--- src/design/tkc_pkg.sv ---
// Token classifier package: token kinds, keyword table, result and push types,
// byte class helpers. No dependencies.
package tkc_pkg;

	typedef enum logic [2:0] {
		KIND_OPERATOR      = 3'd0,
		KIND_SEPARATOR     = 3'd1,
		KIND_KEYWORD       = 3'd2,
		KIND_IDENTIFIER    = 3'd3,
		KIND_UNKNOWN_TOKEN = 3'd4,
		KIND_UNKNOWN_CHAR  = 3'd5
	} kind_t;

	localparam int KW_NUM = 9;
	localparam logic [KW_NUM-1:0] KW_ALL = '1;

	// right-aligned text, first character in the highest used byte
	localparam logic [47:0] KW_TEXT [KW_NUM] = '{
		48'("for"), 48'("while"), 48'("if"), 48'("else"), 48'("return"),
		48'("int"), 48'("float"), 48'("char"), 48'("void")
	};
	localparam int unsigned KW_LEN [KW_NUM] = '{3, 5, 2, 4, 6, 3, 5, 4, 4};

	typedef struct packed {
		kind_t       kind;
		logic [7:0]  symbol;
		logic [3:0]  keyword_index;
		logic [6:0]  word_length;
		logic        word_overflow;
		logic        last_of_run;
	} tkc_result_t;

	// up to two results per beat; v1 only with v0
	typedef struct packed {
		logic        v0;
		logic        v1;
		tkc_result_t r0;
		tkc_result_t r1;
	} tkc_push_t;

	function automatic logic is_digit(input logic [7:0] c);
		return (c >= 8'h30) && (c <= 8'h39);
	endfunction

	function automatic logic is_word_char(input logic [7:0] c);
		return is_digit(c) || ((c >= 8'h61) && (c <= 8'h7a)) ||
			((c >= 8'h41) && (c <= 8'h5a)) || (c == 8'h5f);
	endfunction

	function automatic logic is_space(input logic [7:0] c);
		return (c == 8'h20) || ((c >= 8'h09) && (c <= 8'h0d));
	endfunction

	function automatic logic is_operator(input logic [7:0] c);
		return (c == "+") || (c == "-") || (c == "*") || (c == "/") ||
			(c == "%") || (c == "<") || (c == ">") || (c == "=") ||
			(c == "!") || (c == "&") || (c == "|") || (c == "^");
	endfunction

	function automatic logic is_separator(input logic [7:0] c);
		return (c == ",") || (c == ";") || (c == "(") || (c == ")") ||
			(c == "{") || (c == "}") || (c == "[") || (c == "]");
	endfunction

	// character of keyword k at position pos, zero past its end
	function automatic logic [7:0] kw_char(input int unsigned k, input logic [2:0] pos);
		int unsigned sh;
		logic [7:0]  ch;
		ch = '0;
		sh = 0;
		if (32'(pos) < KW_LEN[k]) begin
			sh = (KW_LEN[k] - 1 - 32'(pos)) * 8;
			ch = KW_TEXT[k][sh +: 8];
		end
		return ch;
	endfunction

endpackage

--- src/design/tkc_lexer.sv ---
// Input register, open-word state and result generation for the token classifier.
// Depends on tkc_pkg.
module tkc_lexer import tkc_pkg::*; #(
	parameter int MAX_WORD_LENGTH = 127
) (
	input  logic       clk,
	input  logic       arst_n,
	input  logic       req_valid,
	output logic       req_ready,
	input  logic [7:0] character,
	input  logic       end_of_line,
	input  logic       room,
	output tkc_push_t  push
);

	localparam int CNT_W = $clog2(MAX_WORD_LENGTH + 1);
	localparam logic [CNT_W-1:0] CNT_MAX = CNT_W'(MAX_WORD_LENGTH);

	logic              valid_s1;
	logic [7:0]        char_s1;
	logic              eol_s1;

	logic              in_word_q;
	logic [CNT_W-1:0]  cnt_q;
	logic [KW_NUM-1:0] cand_q;
	logic              lead_q;
	logic              ovf_q;

	logic              adv;
	logic              wc, sp;
	logic [CNT_W-1:0]  cnt_e, cnt_n;
	logic [KW_NUM-1:0] cand_e, cand_n;
	logic              lead_e, ovf_e, ovf_n;
	logic              flush;
	tkc_result_t       word_r, char_r;

	function automatic tkc_result_t word_result(
		input logic [CNT_W-1:0]  cnt,
		input logic [KW_NUM-1:0] cand,
		input logic              lead,
		input logic              ovf
	);
		tkc_result_t      r;
		logic             hit;
		logic [CNT_W+6:0] ext;
		r = '0;
		r.kind = lead ? KIND_UNKNOWN_TOKEN : KIND_IDENTIFIER;
		hit = 1'b0;
		ext = {7'd0, cnt};
		// an overlong word never matches
		for (int k = 0; k < KW_NUM; k++) begin
			if (!hit && !ovf && cand[k] && (cnt == CNT_W'(KW_LEN[k]))) begin
				hit = 1'b1;
				r.kind = KIND_KEYWORD;
				r.keyword_index = 4'(k);
			end
		end
		r.word_length = ext[6:0];
		r.word_overflow = ovf;
		return r;
	endfunction

	assign adv       = valid_s1 && room;
	assign req_ready = !valid_s1 || room;

	always_ff @(posedge clk or negedge arst_n) begin
		if (!arst_n) begin
			valid_s1 <= 1'b0;
		end else if (req_valid && req_ready) begin
			valid_s1 <= 1'b1;
		end else if (adv) begin
			valid_s1 <= 1'b0;
		end
	end

	always_ff @(posedge clk) begin
		if (req_valid && req_ready) begin
			char_s1 <= character;
			eol_s1  <= end_of_line;
		end
	end

	always_comb begin
		wc = is_word_char(char_s1);
		sp = is_space(char_s1);

		// a fresh word starts from the reset values
		cnt_e  = in_word_q ? cnt_q  : '0;
		cand_e = in_word_q ? cand_q : KW_ALL;
		lead_e = in_word_q ? lead_q : is_digit(char_s1);
		ovf_e  = in_word_q ? ovf_q  : 1'b0;

		for (int k = 0; k < KW_NUM; k++) begin
			cand_n[k] = cand_e[k] && (cnt_e < CNT_W'(KW_LEN[k])) &&
				(kw_char(k, cnt_e[2:0]) == char_s1);
		end
		if (cnt_e >= CNT_MAX) begin
			cnt_n = cnt_e;
			ovf_n = 1'b1;
		end else begin
			cnt_n = cnt_e + 1'b1;
			ovf_n = ovf_e;
		end

		char_r = '0;
		if (is_operator(char_s1)) begin
			char_r.kind = KIND_OPERATOR;
		end else if (is_separator(char_s1)) begin
			char_r.kind = KIND_SEPARATOR;
		end else begin
			char_r.kind = KIND_UNKNOWN_CHAR;
		end
		char_r.symbol = char_s1;

		push = '0;
		if (wc) begin
			word_r = word_result(cnt_n, cand_n, lead_e, ovf_n);
			flush  = eol_s1;
			push.v0 = adv && eol_s1;
			push.r0 = word_r;
			push.r0.last_of_run = 1'b1;
		end else begin
			word_r = word_result(cnt_q, cand_q, lead_q, ovf_q);
			flush  = in_word_q;
			if (in_word_q) begin
				push.v0 = adv;
				push.r0 = word_r;
				push.r0.last_of_run = sp;
				push.v1 = adv && !sp;
				push.r1 = char_r;
				push.r1.last_of_run = 1'b1;
			end else begin
				push.v0 = adv && !sp;
				push.r0 = char_r;
				push.r0.last_of_run = 1'b1;
			end
		end
	end

	always_ff @(posedge clk or negedge arst_n) begin
		if (!arst_n) begin
			in_word_q <= 1'b0;
			cnt_q     <= '0;
			cand_q    <= KW_ALL;
			lead_q    <= 1'b0;
			ovf_q     <= 1'b0;
		end else if (adv) begin
			if (wc && !eol_s1) begin
				in_word_q <= 1'b1;
				cnt_q     <= cnt_n;
				cand_q    <= cand_n;
				lead_q    <= lead_e;
				ovf_q     <= ovf_n;
			end else if (wc || flush) begin
				in_word_q <= 1'b0;
				cnt_q     <= '0;
				cand_q    <= KW_ALL;
				lead_q    <= 1'b0;
				ovf_q     <= 1'b0;
			end
		end
	end

endmodule

--- src/design/tkc_result_queue.sv ---
// Four-entry result queue for the token classifier: up to two pushes per cycle,
// one pop. Depends on tkc_pkg.
module tkc_result_queue import tkc_pkg::*; (
	input  logic        clk,
	input  logic        arst_n,
	input  tkc_push_t   push,
	output logic        room,
	output logic        head_valid,
	input  logic        head_ready,
	output tkc_result_t head
);

	tkc_result_t entry_q [4];
	logic [1:0]  wr_q, rd_q;
	logic [2:0]  cnt_q;
	logic        pop;

	assign room       = cnt_q <= 3'd2;
	assign head_valid = cnt_q != 3'd0;
	assign head       = entry_q[rd_q];
	assign pop        = head_valid && head_ready;

	always_ff @(posedge clk) begin
		if (push.v0) begin
			entry_q[wr_q] <= push.r0;
		end
		if (push.v1) begin
			entry_q[wr_q + 2'd1] <= push.r1;
		end
	end

	always_ff @(posedge clk or negedge arst_n) begin
		if (!arst_n) begin
			wr_q  <= '0;
			rd_q  <= '0;
			cnt_q <= '0;
		end else begin
			wr_q  <= wr_q + 2'(push.v0) + 2'(push.v1);
			rd_q  <= rd_q + 2'(pop);
			cnt_q <= cnt_q + 3'(push.v0) + 3'(push.v1) - 3'(pop);
		end
	end

endmodule

--- src/design/c_token_classifier_core.sv ---
// Token classifier top level: one source byte per beat in, token results out.
// Each byte is held in the input register; its results go into the result queue, whose head drives the outputs.
// Throughput: one byte per cycle while tok_ready is held and each byte yields at most one result; a byte
// that closes a word and is itself a token yields two results.
// Input stalls when the four-entry result queue has fewer than two free slots.
// Reset (arst_n low, async): no word open, queue empty, input register empty.
module c_token_classifier_core import tkc_pkg::*; #(
	parameter int MAX_WORD_LENGTH = 127
) (
	input  logic       clk,
	input  logic       arst_n,
	input  logic       req_valid,
	output logic       req_ready,
	input  logic [7:0] character,
	input  logic       end_of_line,
	output logic       tok_valid,
	input  logic       tok_ready,
	output logic [2:0] kind,
	output logic [7:0] symbol,
	output logic [3:0] keyword_index,
	output logic [6:0] word_length,
	output logic       word_overflow,
	output logic       last_of_run
);

	tkc_push_t   push;
	logic        room;
	tkc_result_t head;

	tkc_lexer #(
		.MAX_WORD_LENGTH(MAX_WORD_LENGTH)
	) u_lexer (
		.clk         (clk),
		.arst_n      (arst_n),
		.req_valid   (req_valid),
		.req_ready   (req_ready),
		.character   (character),
		.end_of_line (end_of_line),
		.room        (room),
		.push        (push)
	);

	tkc_result_queue u_queue (
		.clk        (clk),
		.arst_n     (arst_n),
		.push       (push),
		.room       (room),
		.head_valid (tok_valid),
		.head_ready (tok_ready),
		.head       (head)
	);

	assign kind          = head.kind;
	assign symbol        = head.symbol;
	assign keyword_index = head.keyword_index;
	assign word_length   = head.word_length;
	assign word_overflow = head.word_overflow;
	assign last_of_run   = head.last_of_run;

	// second result only ever follows a first in the same beat
	assert property (@(posedge clk) disable iff (!arst_n) push.v1 |-> push.v0)
		else $error("second result pushed without first");

	// never push into a queue without two free slots
	assert property (@(posedge clk) disable iff (!arst_n) push.v0 |-> room)
		else $error("result pushed into full queue");

	// a keyword is never an overlong word and carries no symbol
	assert property (@(posedge clk) disable iff (!arst_n)
		(tok_valid && (kind == KIND_KEYWORD)) |-> (!word_overflow && (symbol == 8'd0)))
		else $error("malformed keyword result");

endmodule
--- config.mk ---
export PLATFORM = sky130hd
export DESIGN_NAME = c_token_classifier_core
export DESIGN_NICKNAME = d
export VERILOG_FILES = /design/src/design/tkc_pkg.sv /design/src/design/tkc_lexer.sv /design/src/design/tkc_result_queue.sv /design/src/design/c_token_classifier_core.sv
export SDC_FILE = /design/constraint.sdc
export NUM_CORES = 1
export LEC_CHECK = 0
export BUFFER_PORTS_ARGS = -buffer_cell sky130_fd_sc_hd__buf_4
export CAP_MARGIN = 5
export CORE_ASPECT_RATIO = 0.8
export CORE_MARGIN = 5
export CORE_UTILIZATION = 45
export CTS_CLUSTER_DIAMETER = 30
export DETAILED_ROUTE_END_ITERATION = 16
export GPL_TIMING_DRIVEN = 0
export PLACE_DENSITY = 0.69
export SYNTH_ARGS = -nofsm -noshare
export SYNTH_HDL_FRONTEND = slang
export SYNTH_SLANG_ARGS = --single-unit
--- constraint.sdc ---
create_clock -name clk -period 8.5 [get_ports clk]
set_input_delay 0.425 -clock clk [delete_from_list [all_inputs] [get_ports clk]]
set_output_delay 0.425 -clock clk [all_outputs]
set_load 0.05 [all_outputs]
==> impl_metrics.ini <==
[placement]
post-place-ws_ns = 3.62
hpwlAfterDp_um = 18000
place_congestion = 0.987
dp.cells = 1116
port_buffers = 38

[sta]
min_period_ns = 5.00
setup_ws_ns = 3.50
max_slew.worst_pin.slew_ns = 1.17
hold_ws_ns = 0.165
maxSlewHeadroom = 0.214
setup_tns_ns = 0
fmax_ghz = 0.200
min_period_over_period = 0.588
rsz0062_at_grt = false
finalSetupViolCount = 0
hold_viol_final = 0
report.final.slew_viol_count = 0
fin_skew_ns = 0.0112

[drt]
ant_nets = 0
firstDrtPassIters = 5
drtIter0Drc = 882
routed_wl_um = 25500
num_vias = 7288
remaining_drc_errors = 0
vias_per_cell = 6.34
wl_per_cell_um = 22.2

[synthesis]
syn_avg_cell_area_um2 = 9.47
yosysUniqueCellTypes = 93
ys.flop_type = edfxtp_1
async_reset_ff_frac = 0.205
ys.warnings.count = 0
synth_top_cell_area_share = 0.197
syn-cell-area_um2 = 8080
synth-seq-area-share = 0.411
synth_edf_count = 53
yosys-top-cells-area = edfxtp_1, dfxtp_1, mux4_2
synth_fp_nets = 882
synth-seq-cells = 132
postSynthCellCount = 853
yosys.area.top_type = edfxtp_1

[grt]
grtUsageTotal = 0.245
grt_max_degree = 28
gr-total-overflow = 0
grt_pass1_vias = 6754
antenna_found_initial = 0
grt_pass1_wl_um = 39200

[final_layout]
drive_gt1_frac = 0.172
final_cell_mix = o21ai_0, nand2_1, nor2_1, edfxtp_1, dfxtp_1
syn_to_final_growth_pct = 14.5
post-route-util = 0.529
antennaDiodeCount = 0
fin_nets = 940
layout_commonest_cell = o21ai_0
instances_no_fill = 1149
nFillCells = 1583

[power_and_ir_drop]
powerDensity_nw_per_um2 = 323
ir_drop_v = 0.000149
leakage_nw = 3.56

[floorplan]
dieArea_um2 = 20800
coreArea_um2 = 17500
die_h_um = 130
pin_count = 39
die_w_um = 160
start_util = 0.462
rows = 43

[critical_path]
path_class = reg -> reg
end_kind = flip-flop
critical_path_required_ns = 8.67
crit_fanout = 10
start_kind = flip-flop
cp.arrival_ns = 5.17

[cts]
htreeDepth = 4
numCtsBuffers = 17
cts_tree = built
cts.path.max_buffers = 2
clock_sinks = 132
root_buffer = clkbuf_16
clkTransAtPathRegs_ns = 0.07
clk_latency_ns = 0.43

[outcome]
status = complete, no violations

[run]
maxCapViolCount = 0

[min_path]
hold_path.class = in -> reg
cell usage after synthesis (11+ instances only):
library cell / number
o21ai_0: 78
nand2_1: 63
nor2_1: 55
edfxtp_1: 53
dfxtp_1: 52
a21oi_1: 48
nand3_1: 48
clkbuf_1: 38
inv_1: 30
nor2b_1: 30
mux4_2: 24
nor3_1: 22
dfrtp_1: 18
buf_2: 16
ha_1: 13
mux2i_1: 12
and3_1: 11
nand3b_1: 11
o22ai_1: 11
xnor2_1: 11
stage by stage:
step                power, W  cell area (µm²)
floorplan            0.00185             8080
global placement     0.00222             8650
detailed placement   0.00224             8650
CTS                  0.00298             9250
global route         0.00313             9250
finish               0.00299             9250
final timing paths:
check                                                   start                                  to  slack (ns)  depth (start not counted)
setup / recovery                u_lexer.in_word_q$_DFFE_PN0P_    u_queue.entry_q[2][23]$_DFFE_PP_        3.50                         15
max in group asynchronous                              arst_n       u_lexer.cand_q[8]$_DFFE_PN1P_        7.70                          2
setup reg to reg                u_lexer.in_word_q$_DFFE_PN0P_    u_queue.entry_q[2][23]$_DFFE_PP_        3.50                         15
hold reg to reg            u_queue.entry_q[1][1]$_SDFFE_PP0P_  u_queue.entry_q[1][1]$_SDFFE_PP0P_        0.45                          2
min in group asynchronous                              arst_n        u_lexer.cnt_q[1]$_DFFE_PN0P_        0.47                          2
hold / removal                                   character[3]        u_lexer.char_s1[3]$_DFFE_PP_        0.16                          1
sequential cells by signal (all words and copies together), names as in the netlist:
signal,flops
u_queue.entry_q,96
u_queue.wr_q,2
u_queue.cnt_q,3
u_lexer.cnt_q,7
u_lexer.lead_q,1
u_lexer.eol_s1,1
u_lexer.valid_s1,1
u_lexer.cand_q,9
u_lexer.in_word_q,1
u_queue.rd_q,2
u_lexer.char_s1,8
u_lexer.ovf_q,1
timing repair:
item	4_1_cts	5_1_grt
hold endpoints to repair	18	0
resized for setup	0	0
hold buffers	1	0
buffers inserted	0	0
logic make-up (layout without fill, tap and decap cells):
family | count (synthesis) | after routing | share of synthesized area
compound gates | 225 | 225 | 0.180
xor+xnor | 13 | 13 | 0.0141
fa+ha+maj | 17 | 17 | 0.0288
buf+inv | 98 | 169 | 0.0534
flops | 132 | 132 | 0.411
mux | 41 | 41 | 0.0887
simple gates | 327 | 327 | 0.224
cell type report:
type,instances,area [µm²],area share
clock inverters,12,104,0.0112
plain buffers,66,309,0.0334
inverters,32,123,0.0133
well taps,225,282,0.0304
clock buffers,20,489,0.0529
repair buffers,39,295,0.0319
flip-flops and latches,132,3320,0.359
multi-input cells,623,4330,0.468
routing by layer:
metal,vias up,part of all wire,routed length (µm),track usage
li1,3301,-,-,-
met1,3577,0.45,11500,0.358
met2,362,0.43,10900,0.351
met3,48,0.098,2490,0.0745
met4,0,0.020,503,0.0738
met5,-,0,0,0
report_power, final:
part	switching [W]	leakage [nW]	internal (W)
Clock	0.000310	0.289	0.000425
Sequential	0.0000881	1.24	0.000840
Combinational	0.000885	2.03	0.000442
worst max-delay path: stages (launching register included):
cell	delay [ns]
dfrtp_1	0.40
buf_4	0.20
nand2_1	0.23
inv_1	0.36
ha_1	0.31
inv_1	0.07
ha_1	0.40
nand2b_1	0.25
or4b_4	0.54
xnor2_1	0.14
nor4_1	0.76
nand4_1	0.28
and3_1	0.27
or4b_4	0.22
a211o_1	0.22
o21ai_2	0.07
Power figures use the tool's default switching activity.
